===== src/hdl/double_buffered_allreduce_accumulator_macros.svh =====
// assertion macros shared by the accumulator rtl
`ifndef DOUBLE_BUFFERED_ALLREDUCE_ACCUMULATOR_MACROS_SVH
`define DOUBLE_BUFFERED_ALLREDUCE_ACCUMULATOR_MACROS_SVH

// same-cycle implication, held off during reset
`define DBAR_ASSERT_NOW(lbl, clk, rst_n, ante, cons, msg) \
    lbl: assert property (@(posedge clk) disable iff (!(rst_n)) (ante) |-> (cons)) \
        else $error(msg);

// next-cycle implication, held off during reset
`define DBAR_ASSERT_NEXT(lbl, clk, rst_n, ante, cons, msg) \
    lbl: assert property (@(posedge clk) disable iff (!(rst_n)) (ante) |=> (cons)) \
        else $error(msg);

`endif


===== src/hdl/dbar_pkg.sv =====
// types, constants and codes of the allreduce accumulator
package dbar_pkg;

    localparam int MAX_PEERS    = 64;
    localparam int MAX_ELEMENTS = 4096;

    localparam int PEER_AW = $clog2(MAX_PEERS);
    localparam int ELEM_AW = $clog2(MAX_ELEMENTS);
    localparam int ACC_AW  = ELEM_AW + 1;

    // field widths of the channels
    localparam int OP_W     = 2;
    localparam int SRC_W    = 6;
    localparam int IDX_W    = 12;
    localparam int VAL_W    = 64;
    localparam int STATUS_W = 3;
    localparam int COUNT_W  = 7;
    localparam int RANK_W   = 6;

    localparam int APB_AW = 3;
    localparam int APB_DW = 32;

    // operation codes
    localparam logic [OP_W-1:0] OP_CONTRIB = 2'd0;
    localparam logic [OP_W-1:0] OP_PREPARE = 2'd1;
    localparam logic [OP_W-1:0] OP_READ    = 2'd2;

    // status codes
    localparam logic [STATUS_W-1:0] ST_OK             = 3'd0;
    localparam logic [STATUS_W-1:0] ST_BAD_COUNT      = 3'd1;
    localparam logic [STATUS_W-1:0] ST_OP_MISMATCH    = 3'd2;
    localparam logic [STATUS_W-1:0] ST_WIDTH_MISMATCH = 3'd3;
    localparam logic [STATUS_W-1:0] ST_DROPPED        = 3'd4;

    // register indexes
    localparam logic REG_PEER_COUNT = 1'b0;
    localparam logic REG_MY_RANK    = 1'b1;

    typedef struct packed {
        logic [OP_W-1:0]  operation;
        logic [SRC_W-1:0] source;
        logic             first_element;
        logic             last_element;
        logic             op_kind;
        logic             wide;
        logic [IDX_W-1:0] element_index;
        logic [VAL_W-1:0] value;
    } t_in_item;

    typedef struct packed {
        logic              wr_en;
        logic [ACC_AW-1:0] wr_addr;
        logic [VAL_W-1:0]  wr_data;
        logic [ACC_AW-1:0] rd_addr;
    } t_acc_req;

    typedef struct packed {
        logic               wr_en;
        logic [PEER_AW-1:0] wr_addr;
        logic               wr_data;
        logic [PEER_AW-1:0] rd_addr;
    } t_turn_req;

endpackage


===== src/hdl/dbar_turn_store.sv =====
// per-peer turn bits, one write and one registered read per cycle
module dbar_turn_store import dbar_pkg::*; (
    input  logic      i_clk,
    input  t_turn_req i_req,
    output logic      o_rd_data
);

    logic r_mem [MAX_PEERS];
    logic r_rd_data;

    always_ff @(posedge i_clk) begin
        if (i_req.wr_en) begin
            r_mem[i_req.wr_addr] <= i_req.wr_data;
        end
        r_rd_data <= r_mem[i_req.rd_addr];
    end

    assign o_rd_data = r_rd_data;

endmodule


===== config.mk =====
export PLATFORM = sky130hd
export DESIGN_NAME = dbar_turn_store
export DESIGN_NICKNAME = d
export VERILOG_FILES = /design/src/hdl/double_buffered_allreduce_accumulator_macros.svh /design/src/hdl/dbar_pkg.sv /design/src/hdl/dbar_turn_store.sv
export SDC_FILE = /design/constraint.sdc
export NUM_CORES = 1
export LEC_CHECK = 0
export ABC_AREA = 1
export BUFFER_PORTS_ARGS = -buffer_cell sky130_fd_sc_hd__buf_2
export CAP_MARGIN = 20
export CORE_UTILIZATION = 33
export DETAILED_ROUTE_END_ITERATION = 8
export PLACE_DENSITY = 0.58
export REMOVE_ABC_BUFFERS = 1
export SLEW_MARGIN = 30
export SYNTH_ARGS = -nofsm -noshare
export SYNTH_HDL_FRONTEND = slang
export SYNTH_SLANG_ARGS = --single-unit

===== constraint.sdc =====
create_clock -name i_clk -period 1.57 [get_ports i_clk]
set_input_delay 0.0785 -clock i_clk [delete_from_list [all_inputs] [get_ports i_clk]]
set_output_delay 0.0785 -clock i_clk [all_outputs]
set_load 0.02 [all_outputs]

==> flow_summary.yaml, run 1 <==
synthesis:
  synth_cell_types: 14
  synth_area_leaders: "edfxtp_1 (63%), nand2_1 (11%), nand3_1 (10%), nor2_1 (7.5%), buf_6 (2.2%)"
  yosysTopAreaCellShare: 0.631
  syn_inst: 314
  synth_top_family_by_area: "simple AND/OR/NAND/NOR gates"
  yosysTopAreaCell: "edfxtp_1"
  ys_seq_area_frac: 0.638
  yosys_register_bits: 65
  synthAdderAreaFrac: 0
  synth-compound-area-share: 0
  avgSynthCellArea_um2: 9.70
  synthSimpleGateAreaFrac: 0.306
  syn_area_mm2: 0.00305
  yosysWarnings: 0
  muxShareOfSynthArea: 0
  synth_xor_xnor_area_share: 0
clock_network:
  cts_tree: "done"
  htree_levels: 3
  numCtsBuffers: 9
  clk_path_buf_depth: 2
  clock_sinks: 65
  clk_pin_slew_ns: 0.07
  insertion_delay_ns: 0.34
  cts_root_buf: "clkbuf_8"
placed_design:
  gp_congestion: 0.914
  io_buffers: 15
  place_ws_ns: 0.235
  dp_hpwl_um: 4610
hold_path:
  holdCritPathClass: "in -> reg"
floorplan:
  die_h_um: 98.1
  coreArea_mm2: 0.00885
  rows: 34
  io_pins: 16
  die_width_um: 98.1
  start_util: 0.344
  die_area_mm2: 0.00962
setup_path:
  cp_cell_sequence: "nand2_1, nand3_1, nand3_1, nand2_1, nand2_1, nand3_1, nand3_1, nand2_1"
  slowest_stage: "edfxtp_1"
  crit_arrival_ns: 1.40
  cp_max_fo: 1
  end_kind: "flip-flop"
  worst-path-buf-inv: 0
  required_ns: 1.81
  crit_path_max_incr_delay_ns: 0.36
  cp_top_family: "simple AND/OR/NAND/NOR gates"
  start_kind: "flip-flop"
  r2r_slack_ns: 0.41
  criticalPathCategory: "reg -> reg"
routing:
  drt_first_iter_violations: 143
  final_antenna_net_count: 0
  wl_per_cell_um: 15.8
  first_pass_iters: 7
  drt-total-wl_um: 7060
  drc: 1
  num_vias: 2268
  vias_per_cell: 5.09
sta:
  max_freq_mhz: 864
  setup_viol: 0
  slew_violations: 0
  min_period_ns: 1.16
  fin_setup_tns_ns: 0
  grt_setup_unrepaired: "no"
  setup_slack_ns: 0.412
  final_hold_viol_count: 0
  tightest_slew_ns: 0.496
  max_slew_margin: 0.669
  period_share: 0.737
  skew_ns: 0.00471
grt:
  grt_max_degree: 33
  antenna_found_initial: 0
  track_usage: 0.159
  overflow: 0
  grt_pass1_vias: 2094
  grt_pass1_wl_um: 11200
power:
  peakVddDrop_uv: 382
  cellLeakagePower_nw: 1.20
  power_mw: 3.53
  p_per_area_mw_per_mm2: 1050
flow_run:
  max-cap-violations: 0
outcome:
  status: "finished, violations left"
  violations: "DRC"
finish:
  drive_gt1_frac: 0.0976
  nets: 349
  syn2layout_area_growth_pct: 10.8
  fillers: 896
  n_antenna_cell: 0
  final_util: 0.381
==> worst paths after layout <==
check,from,endpoint,cells past startpoint
worst min register to register,r_mem[20]$_DFFE_PP_,o_rd_data$_DFF_P_,8
worst min-delay path,i_req[4],o_rd_data$_DFF_P_,4
worst max-delay path,r_mem[51]$_DFFE_PP_,o_rd_data$_DFF_P_,8
worst max register to register,r_mem[51]$_DFFE_PP_,o_rd_data$_DFF_P_,8
==> worst reg2reg max path, stage by stage (launching register included) <==
cell	delay (ns)
edfxtp_1	0.36
nand2_1	0.08
nand3_1	0.12
nand3_1	0.14
nand2_1	0.08
nand2_1	0.06
nand3_1	0.08
nand3_1	0.09
nand2_1	0.05
==> state kept, by name, indices dropped and copies added (netlist names) <==
name / flops
o_rd_data: 1
r_mem: 64
==> power by group <==
part	internal, mW	switching [mW]	leakage, nW
registers	1.92	0.00311	0.584
logic	0.0768	0.208	0.535
clock network	0.715	0.606	0.0845
total	2.71	0.818	1.20
==> routing by layer <==
| layer | vias up | share of wire | global-route usage |
|---|---|---|---|
| met5 | - | 0 | 0 |
| met4 | 0 | 0.021 | 0.0606 |
| met3 | 13 | 0.064 | 0.0444 |
| met2 | 70 | 0.46 | 0.237 |
| met1 | 1078 | 0.45 | 0.220 |
| li1 | 1107 | - | - |
==> cells in the mapped netlist, drive strengths merged <==
cell type / count
nor3: 4
edfxtp: 64
inv: 16
nor2: 61
nand2: 86
buf: 12
nor4: 4
dfxtp: 1
nand3: 61
nand4: 5
==> cells by family (layout without fill, tap and decap cells) <==
logic type | after synthesis | count (layout)
buffers and inverters | 28 | 52
AND/OR/NAND/NOR | 221 | 221
flip-flops | 65 | 65
==> layout by cell type, fill, tap and decap left out, types with 2 or more instances in the layout <==
cell	n
edfxtp_1	64
clkbuf_1	2
buf_2	15
nand2_1	86
clkbuf_8	9
nor2_1	61
nand3_1	61
buf_4	5
nor4_1	4
clkinv_1	2
nor3_1	4
nand4_1	5
inv_1	14
==> layout make-up <==
cell class	count	area [um2]	area share
Clock inverter	4	45.0	0.0133
Sequential cell	65	1940	0.575
Clock buffer	11	131	0.0389
Multi-Input combinational cell	221	933	0.277
Timing Repair Buffer	21	123	0.0363
Inverter	16	65.1	0.0193
Tap cell	108	135	0.0400
==> metrics by stage <==
stage / cell area, um2 / hold slack (ns) / instances
2_1_floorplan: 2940 / 0.177 / 302
3_3_place_gp: 3190 / 0.332 / 430
3_5_place_dp: 3190 / 0.329 / 430
4_1_cts: 3370 / 0.0719 / 446
5_1_grt: 3370 / 0.119 / 446
6_report: 3370 / 0.0812 / 446
==> repair_timing <==
item,in CTS,in global routing
endpoints found under the hold margin,1,0
hold buffers,1,0
buffers inserted,0,0
resized for setup,0,0
endpoints found under the setup margin,0,0
Power figures use the tool's default switching activity.
==> run 2, diff against run 1 <==
- clock period: 1.57 -> 1.16 ns (I/O delays scaled with it)
==> flow_summary.yaml, run 2 (synthesis results as in run 1) <==
outcome:
  status: "finished, violations left"
  violations: "DRC"
clock_network:
  insertion_delay_ns: 0.34
  cts_tree: "done"
  numCtsBuffers: 9
  htree_levels: 3
  cts_root_buf: "clkbuf_8"
  clock_sinks: 65
  clk_pin_slew_ns: 0.08
  cts_setup_buffers: 0
  clk_path_buf_depth: 2
routing:
  drt-total-wl_um: 7270
  final_antenna_net_count: 0
  num_vias: 2405
  drt_first_iter_violations: 130
  wl_per_cell_um: 15.2
  first_pass_iters: 7
  drc: 1
  vias_per_cell: 5.02
grt:
  antenna_found_initial: 0
  grt_max_degree: 65
  overflow: 0
  track_usage: 0.161
  grt_pass1_wl_um: 11600
  grt_pass1_vias: 2335
finish:
  regMostFlops: "r_mem"
  final_common_cell: "nand2_1"
  n_antenna_cell: 0
  nets: 381
  syn2layout_area_growth_pct: 24.8
  final_util: 0.429
  fillers: 871
  largest_reg_flops: 64
  drive_gt1_frac: 0.251
  multi_input_area_mm2: 0.00104
  mostFrequentLayoutCells: "nand2_1 (81), edfxtp_1 (64), nor2_1 (61)"
  seqCellArea_mm2: 0.00194
power:
  power_mw: 5.20
  cellLeakagePower_nw: 1.43
  peakVddDrop_uv: 596
  p_per_area_mw_per_mm2: 1370
floorplan:
  die_area_mm2: 0.00962
  start_util: 0.344
  die_width_um: 98.1
  die_h_um: 98.1
  coreArea_mm2: 0.00885
  io_pins: 16
  rows: 34
sta:
  slew_violations: 0
  period_share: 0.919
  max_slew_margin: 0.626
  final_hold_viol_count: 0
  grt_setup_unrepaired: "yes"
  min_period_ns: 1.07
  setup_viol: 0
  tightest_slew_ns: 0.561
  max_freq_mhz: 938
  skew_ns: 0.00623
  fin_hold_ws_ns: 0.0684
  fin_setup_tns_ns: 0
setup_path:
  cp_max_fo: 1
  crit_arrival_ns: 1.30
  required_ns: 1.40
  start_kind: "flip-flop"
  reg2reg_depth: 8
  end_kind: "flip-flop"
  criticalPathCategory: "reg -> reg"
hold_path:
  holdPathStages: 4
  holdCritPathClass: "in -> reg"
placed_design:
  dp_hpwl_um: 4990
  gp_congestion: 0.889
  io_buffers: 15
flow_run:
  max-cap-violations: 0
[run 2: final timing paths]
kind                                          start           endpoint  slack [ns]
worst max register to register  r_mem[19]$_DFFE_PP_  o_rd_data$_DFF_P_        0.09
worst min-delay path                       i_req[4]  o_rd_data$_DFF_P_        0.07
worst max-delay path            r_mem[19]$_DFFE_PP_  o_rd_data$_DFF_P_        0.09
worst min register to register  r_mem[44]$_DFFE_PP_  o_rd_data$_DFF_P_        0.80
[run 2: final cells by class]
cell class | count | area share
multi-input cells | 221 | 0.273
inverters | 16 | 0.0171
repair buffers | 53 | 0.106
flip-flops and latches | 65 | 0.511
clock buffers | 9 | 0.0326
clock inverters | 7 | 0.0250
well taps | 108 | 0.0356
[run 2: layer usage]
layer | part of all wire | global-route usage | up-vias
met5 | 0 | 0 | -
met4 | 0.014 | 0.0501 | 0
met3 | 0.056 | 0.0458 | 10
met2 | 0.48 | 0.261 | 75
met1 | 0.45 | 0.209 | 1143
li1 | - | - | 1177
[run 2: through the flow]
step,setup WS (ns),instances,cell area [um2]
after global placement,-0.0780,462,3470
after floorplan,0.207,302,2940
after CTS,0.0247,479,3690
after detailed placement,-0.126,462,3470
after global routing,-0.0701,479,3800
final,0.0938,479,3800
[run 2: timing repair]
item,in CTS,in global routing
endpoints found under the hold margin,1,0
gates resized for setup,0,23
hold buffers,1,0
endpoints found under the setup margin,0,1
[run 2: power breakdown]
part	leakage (nW)	total [mW]	internal (mW)	switching (mW)
sequential	0.584	2.60	2.60	0.00450
combinational	0.738	0.506	0.188	0.318
clock	0.109	2.09	1.21	0.882
total	1.43	5.20	3.99	1.20
[run 2: critical path, stage by stage, from the launching register on]
cell and delay [ns]:
edfxtp_1 0.38, nand2_1 0.10, nand3_2 0.10, nand3_2 0.08, nand2_2 0.07, nand2_1 0.06
nand3_1 0.06, nand3_1 0.07, nand2_1 0.05
